<file path="src/hdl/fic_pkg.sv">
// ----------------------------------------------------------------------------
// fic_pkg
// Shared widths, reset values, register indexes and beat types for the
// flux interval capture block.
// ----------------------------------------------------------------------------
package fic_pkg;

    localparam int WORD_BITS          = 16;
    localparam int COUNTER_BITS_DEF   = 16;
    localparam int BUF_BITS           = 21;
    localparam int LIMIT_BITS         = 32;
    localparam int OFFSET_BITS        = 20;
    localparam int BYTE_BITS          = 8;
    localparam int CFG_INDEX_BITS     = 2;
    localparam int CFG_DATA_BITS      = 32;

    localparam logic [BUF_BITS-1:0]    BUFFER_BYTES_RST = BUF_BITS'(65536);
    localparam logic [LIMIT_BITS-1:0]  COUNT_LIMIT_RST  = '0;
    localparam logic                   RECORD_INDEX_RST = 1'b1;
    localparam logic [BYTE_BITS-1:0]   BYTE_MAX         = BYTE_BITS'(255);
    localparam logic [OFFSET_BITS-1:0] OFFSET_MAX       = '1;
    localparam logic [LIMIT_BITS-1:0]  TOTAL_MAX        = '1;

    typedef enum logic [CFG_INDEX_BITS-1:0] {
        CFG_BUFFER_BYTES = 2'd0,
        CFG_COUNT_LIMIT  = 2'd1,
        CFG_RECORD_INDEX = 2'd2
    } t_cfg_idx;

    typedef struct packed {
        logic [BUF_BITS-1:0]   buffer_bytes;
        logic [LIMIT_BITS-1:0] count_limit;
        logic                  record_index;
    } t_cfg;

    typedef struct packed {
        logic [WORD_BITS-1:0] counter_word;
        logic                 index_level;
        logic                 first_of_capture;
    } t_item;

    typedef struct packed {
        logic                   pulse_valid;
        logic [BYTE_BITS-1:0]   pulse_byte;
        logic                   index_hit;
        logic [OFFSET_BITS-1:0] index_offset;
        logic                   capture_done;
    } t_result;

endpackage

</file>
<file path="src/hdl/fic_core.sv">
// ----------------------------------------------------------------------------
// fic_core
// Capture state and the single-pass interval update: index edge check,
// modular difference, halving, byte saturation and running total.
// ----------------------------------------------------------------------------
module fic_core
    import fic_pkg::*;
#(
    parameter int COUNTER_BITS = COUNTER_BITS_DEF
) (
    input  logic    i_clk,
    input  logic    i_rst_n,
    input  logic    i_step,
    input  t_item   i_item,
    input  t_cfg    i_cfg,
    output t_result o_result
);

    logic [COUNTER_BITS-1:0] r_prev_word,  n_prev_word;
    logic                    r_prev_index, n_prev_index;
    logic [LIMIT_BITS-1:0]   r_total,      n_total;
    logic [BUF_BITS-1:0]     r_bytes,      n_bytes;
    logic                    r_primed,     n_primed;
    logic                    r_stopped,    n_stopped;

    logic [31:0]             w_word_ext;
    logic [COUNTER_BITS-1:0] w_word;
    logic [COUNTER_BITS-1:0] w_diff;
    logic [COUNTER_BITS-2:0] w_delta;
    logic [LIMIT_BITS:0]     w_sum;
    logic [LIMIT_BITS-1:0]   w_total_sat;
    logic [BUF_BITS-1:0]     w_bytes_inc;
    logic                    w_edge;

    assign w_word_ext  = {{(32-WORD_BITS){1'b0}}, i_item.counter_word};
    assign w_word      = w_word_ext[COUNTER_BITS-1:0];
    assign w_diff      = r_prev_word - w_word;
    assign w_delta     = w_diff[COUNTER_BITS-1:1];
    assign w_sum       = {1'b0, r_total} + (LIMIT_BITS+1)'(w_delta);
    assign w_total_sat = w_sum[LIMIT_BITS] ? TOTAL_MAX : w_sum[LIMIT_BITS-1:0];
    assign w_bytes_inc = r_bytes + BUF_BITS'(1);
    assign w_edge      = !i_item.index_level && r_prev_index && i_cfg.record_index;

    always_comb begin
        n_prev_word  = r_prev_word;
        n_prev_index = r_prev_index;
        n_total      = r_total;
        n_bytes      = r_bytes;
        n_primed     = r_primed;
        n_stopped    = r_stopped;
        o_result     = '0;

        if (i_item.first_of_capture) begin
            n_prev_word  = w_word;
            n_prev_index = i_item.index_level;
            n_total      = '0;
            n_bytes      = '0;
            n_primed     = 1'b1;
            n_stopped    = (i_cfg.buffer_bytes == '0);
        end else if (!r_stopped && r_primed) begin
            if (r_bytes >= i_cfg.buffer_bytes) begin
                n_stopped = 1'b1;
            end else begin
                n_prev_index = i_item.index_level;
                if (w_edge) begin
                    o_result.index_hit    = 1'b1;
                    o_result.index_offset = r_bytes[BUF_BITS-1] ? OFFSET_MAX
                                                                : r_bytes[OFFSET_BITS-1:0];
                end
                if (w_edge && (i_cfg.count_limit == '0)) begin
                    n_stopped = 1'b1;
                end else begin
                    n_prev_word          = w_word;
                    n_total              = w_total_sat;
                    n_bytes              = w_bytes_inc;
                    o_result.pulse_valid = 1'b1;
                    o_result.pulse_byte  = (32'(w_delta) > 32'(BYTE_MAX)) ? BYTE_MAX
                                                                          : BYTE_BITS'(w_delta);
                    if ((i_cfg.count_limit != '0) && (w_total_sat >= i_cfg.count_limit)) begin
                        n_stopped = 1'b1;
                    end
                    if (w_bytes_inc >= i_cfg.buffer_bytes) begin
                        n_stopped = 1'b1;
                    end
                end
            end
        end

        o_result.capture_done = n_stopped;
    end

    always_ff @(posedge i_clk) begin
        if (!i_rst_n) begin
            r_prev_word  <= '0;
            r_prev_index <= 1'b0;
            r_total      <= '0;
            r_bytes      <= '0;
            r_primed     <= 1'b0;
            r_stopped    <= 1'b1;
        end else if (i_step) begin
            r_prev_word  <= n_prev_word;
            r_prev_index <= n_prev_index;
            r_total      <= n_total;
            r_bytes      <= n_bytes;
            r_primed     <= n_primed;
            r_stopped    <= n_stopped;
        end
    end

endmodule

</file>
<file path="src/hdl/flux_interval_capture.sv">
// An accepted input beat is held in the input register, its result beat in the
// result register. Throughput: one beat per cycle while the output is ready; the
// two registers decouple the sides and the capture state updates between them.
// Reset (synchronous, active low) empties both registers, clears the capture
// state to idle-stopped and loads the default configuration.
// ----------------------------------------------------------------------------
// flux_interval_capture
// Turns captured flux down-counter words into at most one interval byte per beat,
// with index edge reporting and limit, index or buffer-full stop.
// ----------------------------------------------------------------------------
module flux_interval_capture
    import fic_pkg::*;
#(
    parameter int COUNTER_BITS = COUNTER_BITS_DEF
) (
    input  logic                      i_clk,
    input  logic                      i_rst_n,

    input  logic                      i_cfg_we,
    input  logic [CFG_INDEX_BITS-1:0] i_cfg_index,
    input  logic [CFG_DATA_BITS-1:0]  i_cfg_data,

    input  logic                      i_in_valid,
    output logic                      o_in_ready,
    input  logic [WORD_BITS-1:0]      i_counter_word,
    input  logic                      i_index_level,
    input  logic                      i_first_of_capture,

    output logic                      o_out_valid,
    input  logic                      i_out_ready,
    output logic                      o_pulse_valid,
    output logic [BYTE_BITS-1:0]      o_pulse_byte,
    output logic                      o_index_hit,
    output logic [OFFSET_BITS-1:0]    o_index_offset,
    output logic                      o_capture_done
);

    t_cfg    r_cfg;
    t_item   r_in;
    logic    r_in_valid;
    t_result r_out;
    logic    r_out_valid;
    t_result w_result;
    logic    w_out_free;
    logic    w_step;
    logic    w_in_take;

    assign w_out_free = !r_out_valid || i_out_ready;
    assign w_step     = r_in_valid && w_out_free;
    assign o_in_ready = !r_in_valid || w_out_free;
    assign w_in_take  = i_in_valid && o_in_ready;

    always_ff @(posedge i_clk) begin
        if (!i_rst_n) begin
            r_cfg.buffer_bytes <= BUFFER_BYTES_RST;
            r_cfg.count_limit  <= COUNT_LIMIT_RST;
            r_cfg.record_index <= RECORD_INDEX_RST;
        end else if (i_cfg_we) begin
            unique case (t_cfg_idx'(i_cfg_index))
                CFG_BUFFER_BYTES: r_cfg.buffer_bytes <= i_cfg_data[BUF_BITS-1:0];
                CFG_COUNT_LIMIT:  r_cfg.count_limit  <= i_cfg_data[LIMIT_BITS-1:0];
                CFG_RECORD_INDEX: r_cfg.record_index <= i_cfg_data[0];
                default: begin
                end
            endcase
        end
    end

    always_ff @(posedge i_clk) begin
        if (!i_rst_n) begin
            r_in_valid <= 1'b0;
        end else begin
            r_in_valid <= w_in_take || (r_in_valid && !w_step);
        end
    end

    always_ff @(posedge i_clk) begin
        if (w_in_take) begin
            r_in.counter_word     <= i_counter_word;
            r_in.index_level      <= i_index_level;
            r_in.first_of_capture <= i_first_of_capture;
        end
    end

    fic_core #(
        .COUNTER_BITS (COUNTER_BITS)
    ) u_core (
        .i_clk    (i_clk),
        .i_rst_n  (i_rst_n),
        .i_step   (w_step),
        .i_item   (r_in),
        .i_cfg    (r_cfg),
        .o_result (w_result)
    );

    always_ff @(posedge i_clk) begin
        if (!i_rst_n) begin
            r_out_valid <= 1'b0;
        end else begin
            r_out_valid <= w_step || (r_out_valid && !i_out_ready);
        end
    end

    always_ff @(posedge i_clk) begin
        if (w_step) begin
            r_out <= w_result;
        end
    end

    assign o_out_valid    = r_out_valid;
    assign o_pulse_valid  = r_out.pulse_valid;
    assign o_pulse_byte   = r_out.pulse_byte;
    assign o_index_hit    = r_out.index_hit;
    assign o_index_offset = r_out.index_offset;
    assign o_capture_done = r_out.capture_done;

    a_step_fills_out: assert property (@(posedge i_clk) disable iff (!i_rst_n)
        w_step |=> r_out_valid)
        else $error("processed beat did not reach the result register");

    a_take_fills_in: assert property (@(posedge i_clk) disable iff (!i_rst_n)
        w_in_take |=> r_in_valid)
        else $error("accepted beat lost from the input register");

    a_byte_zero: assert property (@(posedge i_clk) disable iff (!i_rst_n)
        (r_out_valid && !o_pulse_valid) |-> (o_pulse_byte == '0))
        else $error("pulse byte set without a pulse");

    a_offset_zero: assert property (@(posedge i_clk) disable iff (!i_rst_n)
        (r_out_valid && !o_index_hit) |-> (o_index_offset == '0))
        else $error("index offset set without an index hit");

endmodule

</file>
<file path="config.mk">
export PLATFORM = sky130hd
export DESIGN_NAME = flux_interval_capture
export DESIGN_NICKNAME = d
export VERILOG_FILES = /design/src/hdl/fic_pkg.sv /design/src/hdl/fic_core.sv /design/src/hdl/flux_interval_capture.sv
export SDC_FILE = /design/constraint.sdc
export NUM_CORES = 1
export LEC_CHECK = 0
export BUFFER_PORTS_ARGS = -buffer_cell sky130_fd_sc_hd__buf_4
export CAP_MARGIN = 20
export CORE_ASPECT_RATIO = 0.5
export CORE_MARGIN = 2
export CORE_UTILIZATION = 35
export DETAILED_ROUTE_END_ITERATION = 8
export SLEW_MARGIN = 20
export SYNTH_ARGS = -nofsm -noshare
export SYNTH_HDL_FRONTEND = slang
export SYNTH_SLANG_ARGS = --single-unit
</file>
<file path="constraint.sdc">
create_clock -name i_clk -period 13.5 [get_ports i_clk]
set_input_delay 2.025 -clock i_clk [delete_from_list [all_inputs] [get_ports i_clk]]
set_output_delay 2.025 -clock i_clk [all_outputs]
set_load 0.02 [all_outputs]
</file>
==> results of run 1 <==
-- registers in the layout (all words and copies together) (netlist names) --
register	cells
o_capture_done	1
o_index_hit	1
o_index_offset	20
o_out_valid	1
o_pulse_byte	8
o_pulse_valid	1
r_cfg	54
r_in	18
r_in_valid	1
u_core.r_bytes	21
u_core.r_prev_index	1
u_core.r_prev_word	16
u_core.r_primed	1
u_core.r_stopped	1
u_core.r_total	32
-- critical path, stage by stage (launching register included) --
cell and delay [ns]:
edfxtp_1 0.34, inv_1 0.05, ha_1 0.36, a21o_1 0.18, a21o_1 0.15, nor3_1 0.06
a211o_1 0.33, o311ai_2 0.61, ha_1 0.32, a21o_1 0.18, a211o_1 0.11, o21ai_0 0.12
a31oi_2 0.28, nor2b_4 0.38, nand3_2 0.51, nand2b_1 0.28, ha_1 0.26, a21o_1 0.15
a211o_1 0.28, a211oi_1 0.20, o21ai_0 0.13, a31oi_1 0.24, o211a_1 0.19, nor2b_1 0.05
-- worst paths after layout --
| path | endpoint | slack, ns | cells after the start | start |
|---|---|---|---|---|
| setup / recovery | o_capture_done | 7.51 | 23 | r_in[9] |
| setup reg to reg | o_capture_done | 7.51 | 23 | r_in[9] |
| hold reg to reg | u_core.r_prev_word[11] | 0.46 | 2 | u_core.r_prev_word[11] |
| hold / removal | u_core.r_prev_word[11] | 0.46 | 2 | u_core.r_prev_word[11] |
-- where the power goes --
part	switching [W]	total [W]	internal, W	leakage (nW)
clock	0.000220	0.000500	0.000280	0.290
sequential	0.00000964	0.000571	0.000561	1.50
combinational	0.000102	0.000169	0.0000672	3.44
-- routing by layer --
| metal | global-route usage [%] | share of wire, % | routed length, um | vias to the layer above |
|---|---|---|---|---|
| met4 | 4.943 | 1.7 | 483 | 0 |
| met2 | 28.21 | 44 | 12250 | 181 |
| met3 | 3.188 | 5.1 | 1406 | 30 |
| met1 | 24.79 | 49 | 13520 | 4279 |
| met5 | 0 | 0 | 0 | - |
| li1 | - | - | - | 4474 |
-- cells by family (layout without fill, tap and decap cells) --
| kind of cell | after synthesis | count (layout) | share of synthesized area (%) |
|---|---|---|---|
| xor+xnor | 49 | 49 | 3.986 |
| mux | 6 | 6 | 0.6158 |
| compound gates | 327 | 327 | 21.51 |
| buf+inv | 140 | 212 | 5.484 |
| flops | 177 | 177 | 37.46 |
| simple gates | 416 | 416 | 18.49 |
| fa+ha+maj | 106 | 106 | 12.46 |
-- metrics by stage --
stage | instances | setup WS (ns)
global placement | 1658 | 7.742
CTS | 1692 | 7.507
finish | 1692 | 7.506
floorplan | 1221 | 8.660
global route | 1692 | 6.957
detailed placement | 1660 | 7.498
-- cell type report --
| class | count | area, um^2 |
|---|---|---|
| fill | 2984 | 17970 |
| timing repair buffer | 96 | 728.2 |
| clock inverter | 9 | 92.59 |
| clock buffer | 23 | 493.0 |
| inverter | 84 | 315.3 |
| multi-input combinational | 904 | 6163 |
| tap | 399 | 499.2 |
| sequential | 177 | 4034 |
-- cells in the mapped netlist (3+ instances only) --
cell type / instances / area [um^2]
buf_4: 4 / 30.03
a22o_1: 32 / 280.3
o21ai_0: 46 / 230.2
xor2_1: 16 / 140.1
a211o_1: 5 / 43.79
clkbuf_1: 35 / 131.4
nand3_1: 44 / 220.2
or2_2: 4 / 25.02
nor4_1: 15 / 93.84
o21a_1: 26 / 195.2
or3_1: 4 / 25.02
nand2_1: 192 / 720.7
buf_6: 3 / 33.78
nand2b_1: 10 / 62.56
and2_1: 9 / 56.30
nor3_1: 16 / 80.08
o21bai_1: 4 / 30.03
o211ai_1: 4 / 30.03
ha_1: 104 / 1301
dfxtp_1: 128 / 2562
nand3b_1: 5 / 37.54
a21o_1: 47 / 352.8
nor3b_1: 5 / 37.54
o22ai_1: 7 / 43.79
inv_1: 84 / 315.3
a21boi_0: 53 / 397.9
xnor2_1: 33 / 289.0
a31oi_1: 8 / 50.05
nor2b_1: 7 / 43.79
mux2i_1: 4 / 40.04
nand4_1: 20 / 125.1
edfxtp_1: 49 / 1471
nor2_1: 49 / 183.9
o31ai_1: 3 / 22.52
buf_2: 13 / 65.06
a211oi_1: 9 / 67.56
and3_1: 18 / 112.6
a21oi_1: 56 / 280.3
==> run summary, run 1 <==
# DRC: 0
Resized Gates After CTS: 0
DRT antenna net count: 0
Num rows: 45
WL per Instance: 16.34 um
Die Wd: 252.1 um
Cell Area, Synth: 0.01077 mm^2
Initial antenna violation count: 0
Hold buffers post-CTS: 0
Number of library cell types mapped by synthesis: 76
Via density: 5.298
Chip height: 128.0 um
Number of synthesized flops with an enable pin: 49
Result of the run: finished clean
Initial Utilization: 35.55%
# IOs: 90
Syn Area/Cell: 8.819 um^2
CTS tree: done
Final Max Tran Viols: 0
Async S/R FF share, synth: 0%
Worst-Skew Late Latency: 0.44 ns
N_diodes: 0
Final Cycle Share: 44.40%
Worst-path clk slew: 0.07 ns
CP max FO: 28
Fin crit period: 5.994 ns
Fin nets: 1443
Pwr/cell area: 100.6 mW/mm^2
Crit path capture type: flip-flop
Global route total overflow: 0
Main synth FF type: dfxtp_1
Worst-margin pin slew: 1.077 ns
Synth warnings: 0
Layout cells sized above 1: 11.83%
GRT Util Overall: 17.75%
Flops & latches, synth: 177
Fmax: 166.8 MHz
Post-synthesis sequential area ratio: 37.46%
Clock skew: 0.01021 ns
Commonest non-fill, non-tap cell in the layout: nand2_1
PortBufs: 89
Setup crit start kind: flip-flop
Post-Synthesis Cells: 1221
Largest net degree at the start of global routing: 98
Core area: 0.03029 mm^2
Clk root buf: clkbuf_16
Power Total: 0.001240 W
Vias in the first global route: 8710
Detail Placement HPWL: 21050 um
TNS Setup: 0 ns
Type of the tightest min-delay check: flip-flop to flip-flop
H-tree levels: 4
Mapped Nets: 1384
CTS Buf Count: 17
Worst vdd ir: 98.04 uV
Max-cap viol count: 0
Placer Congestion: 0.8864
Normalized max-slew margin: 28.22%
Commonest cells after routing, fill and taps aside: nand2_1 (192), dfxtp_1 (128), ha_1 (104), buf_4 (94), inv_1 (84)
Clk sinks: 177
RSZ-0062 raised after global routing: no
# setup viols final: 0
WHS: 0.4627 ns
Critical Setup Path Class: flip-flop to flip-flop
Placed cell area: 0.01174 mm^2
First-pass GRT wire length: 45530 um
DR pass1 iterations: 8
Worst path arrival time: 6.20 ns
Final Util: 40.69%
Cell leakage power: 5.225 nW
Worst EP required: 13.70 ns
Via count: 8964
1st-iter DRT viols: 645
Design area: 0.01233 mm^2
Hold Fails Final Rpt: 0
# Post-CTS Setup Buffers: 0
Clock Path Buffers: 2
Routed Wire Length: 27650 um
Full die area: 0.03227 mm^2
Area grow syn2layout: 14.47%
Note: power is estimated with default switching activity, not from simulation.
==> inputs of run 2 (changes only) <==
--- a/config.mk
+++ b/config.mk
@@ -5,6 +5,7 @@
 export SDC_FILE = /design/constraint.sdc
 export NUM_CORES = 1
 export LEC_CHECK = 0
+export ABC_AREA = 1
 export BUFFER_PORTS_ARGS = -buffer_cell sky130_fd_sc_hd__buf_4
 export CAP_MARGIN = 20
 export CORE_ASPECT_RATIO = 0.5
==> constraint.sdc (replaced) <==
create_clock -name i_clk -period 5.53 [get_ports i_clk]
set_input_delay 0.8295 -clock i_clk [delete_from_list [all_inputs] [get_ports i_clk]]
set_output_delay 0.8295 -clock i_clk [all_outputs]
set_load 0.02 [all_outputs]
==> run 2 against run 1 <==
  * Area after synthesis is 3.8% higher
  * Clock power is 140% higher
  * Clock skew is 0.0054 ns higher
  * Wire length is 4.7% higher
  * Fmax is 22% higher
  * Largest cell class unchanged
  * Synthesized cell count is 21% higher
  * Sequential cell count stayed put
  * Utilization is 0.23 points lower
==> run summary, run 2 <==
Hold Fails Final Rpt: 0 (unchanged)
Via count: 9800 (+9.3%)
GRT Util Overall: 17.61% (-0.14 points)
RSZ-0062 raised after global routing: no
Resized Gates After CTS: 0 (unchanged)
# IOs: 90 (unchanged)
Num rows: 46 (+2.2%)
Clk sinks: 177 (unchanged)
PortBufs: 89 (unchanged)
Placer Congestion: 0.8982 (+1.3%)
Final Util: 40.46% (-0.23 points)
Most frequent cell after synthesis: nand2_1
Clock Path Buffers: 2 (unchanged)
Chip height: 130.3 um (+1.8%)
Normalized max-slew margin: 29.74% (+1.5 points)
Top cell type's share of synthesized area: 22.93% (-0.87 points)
Worst EP required: 5.74 ns (-7.96 ns)
Final Max Tran Viols: 0 (unchanged)
Cell leakage power: 5.711 nW (+9.3%)
H-tree levels: 4 (unchanged)
Critical Setup Path Class: flip-flop to flip-flop
Post-synth top area cell: dfxtp_1
Via density: 4.925 (-7.0%)
Layout cells sized above 1: 12.20% (+0.36 points)
CP max FO: 14 (-50%)
Mapped Nets: 1644 (+19%)
Area grow syn2layout: 14.21%
Number of library cell types mapped by synthesis: 51 (-33%)
Largest net degree at the start of global routing: 85 (-13%)
Initial Utilization: 35.43% (-0.12 points)
Cell Area, Synth: 0.01117 mm^2 (+3.8%)
TNS Setup: 0 ns (unchanged)
Multi-input logic area: 0.006085 mm^2 (-1.3%)
Max reg flops: 54 (unchanged)
Commonest cells after routing, fill and taps aside: nand2_1 (277), a21oi_1 (199), inv_1 (194), dfxtp_1 (128), nand3_1 (109)
First-pass GRT wire length: 47220 um (+3.7%)
Max-cap viol count: 0 (unchanged)
Flops & latches, synth: 177 (unchanged)
Setup crit start kind: flip-flop
Hold buffers post-CTS: 0 (unchanged)
CTS Buf Count: 17 (unchanged)
Number of synthesized flops with an enable pin: 49 (unchanged)
Worst-path clk slew: 0.08 ns (about the same)
Crit path capture type: flip-flop
WHS: 0.4674 ns (+0.004692 ns)
Post-Synthesis Cells: 1481 (+21%)
Type of the tightest min-delay check: flip-flop to flip-flop
WL per Instance: 14.54 um (-11%)
Most flops, register: r_cfg
Clk root buf: clkbuf_16
Main synth FF type: dfxtp_1
Routed Wire Length: 28940 um (+4.7%)
Result of the run: finished clean
Fillers: 3305 (+11%)
Worst-margin pin slew: 1.053 ns (-0.02390 ns)
Post-synthesis sequential area ratio: 36.10% (-1.4 points)
Reg area: 0.004034 mm^2 (unchanged)
# Post-CTS Setup Buffers: 0 (unchanged)
Core area: 0.03154 mm^2 (+4.1%)
Regs by FF count: r_cfg x54, u_core.r_total x32, u_core.r_bytes x21
CTS tree: done
DR pass1 iterations: 5 (-3)
Top cells by area, synth: dfxtp_1 (23%), edfxtp_1 (13%), ha_1 (12%)
Fin nets: 1708 (+18%)
Full die area: 0.03346 mm^2 (+3.7%)
R2R setup slack: 0.61 ns (-6.89 ns)
1st-iter DRT viols: 489 (-24%)
Most frequent cells after synthesis: nand2_1 (277), a21oi_1 (199), inv_1 (195), dfxtp_1 (128), nand3_1 (110)
Clock skew: 0.01561 ns (+0.005403 ns)
Async S/R FF share, synth: 0% (unchanged)
Detail Placement HPWL: 21550 um (+2.4%)
DRT antenna net count: 0 (unchanged)
Worst path arrival time: 5.13 ns (-1.07 ns)
# DRC: 0 (unchanged)
Die Wd: 256.7 um (+1.8%)
Syn Area/Cell: 7.545 um^2 (-14%)
Worst-Skew Late Latency: 0.46 ns (+0.02 ns)
Final Cycle Share: 88.88% (+44 points)
Fmax: 203.5 MHz (+22%)
Worst vdd ir: 210.2 uV (+110%)
Initial antenna violation count: 0 (unchanged)
Commonest non-fill, non-tap cell in the layout: nand2_1
Fin crit period: 4.915 ns (-1.079 ns)
Most frequent CP cell: nand2_1
CP max stage cell: fa_1
Synth warnings: 0 (unchanged)
Vias in the first global route: 9255 (+6.3%)
Global route total overflow: 0 (unchanged)
Largest stage delay, worst path: 0.40 ns (-0.21 ns)
# setup viols final: 0 (unchanged)
Pwr/cell area: 251.8 mW/mm^2 (+150%)
N_diodes: 0 (unchanged)
## run 2: changes by cell type in the layout (fill, tap and decap cells not counted), sizes merged, moves of 50 or more
cell | previous run | this run
nand3 | 45 | 126
inv | 89 | 213
a21boi | 53 | 3
nand2 | 192 | 281
o21ai | 46 | 102
a21oi | 57 | 202
## run 2: area by class of cell
cell class	instances	area share [%]
Tap cell	432	4.235
Sequential cell	177	31.61
Inverter	210	6.196
Clock buffer	18	3.441
Multi-Input combinational cell	1044	47.68
Timing Repair Buffer	95	5.686
Clock inverter	14	1.157
## run 2: through the flow
stage               area [um^2]  total power, W  worst slack, ns  cells
finish                    12760        0.003213           0.6148   1990
global route              12760        0.003380          0.02070   1990
CTS                       12730        0.003241           0.5190   1988
detailed placement        12150        0.002030           0.5455   1956
global placement          12150        0.002026           0.6063   1956
floorplan                 11170        0.001852            1.258   1481
## run 2: worst max-delay path: cells and delay by family, from the launching register on
kind                     cells  cell delay (ns)
AND/OR/NAND/NOR             28             2.90
adder cells (fa/ha/maj)      3             1.03
XOR/XNOR                     1             0.17
buffers and inverters        4             0.25
flip-flops                   1             0.32
## run 2: where the power goes
part / internal, W / total, W / switching, W
logic: 0.000214 / 0.000601 / 0.000387
registers: 0.00138 / 0.00140 / 0.0000192
clock network: 0.000612 / 0.00121 / 0.000599
## run 2: kinds of logic after synthesis
group	share of synthesized area [%]
buffers and inverters	9.585
XOR/XNOR	2.822
flip-flops	36.10
AO/OA/AOI/OAI	15.70
adder cells (fa/ha/maj)	12.00
AND/OR/NAND/NOR	23.79
## run 2: routing by layer
metal | global-route usage, % | wire, um | part of all wire, %
met3 | 3.030 | 1107 | 3.8
met4 | 4.891 | 401 | 1.4
met2 | 29.55 | 13200 | 46
met5 | 0 | 0 | 0
met1 | 23.56 | 14230 | 49
## run 2: worst paths after layout
check	startpoint	end	cells after the start
hold / removal	r_cfg[8]	r_cfg[8]	2
setup / recovery	r_in[2]	o_capture_done	36
setup reg to reg	r_in[2]	o_capture_done	36
hold reg to reg	r_cfg[8]	r_cfg[8]	2
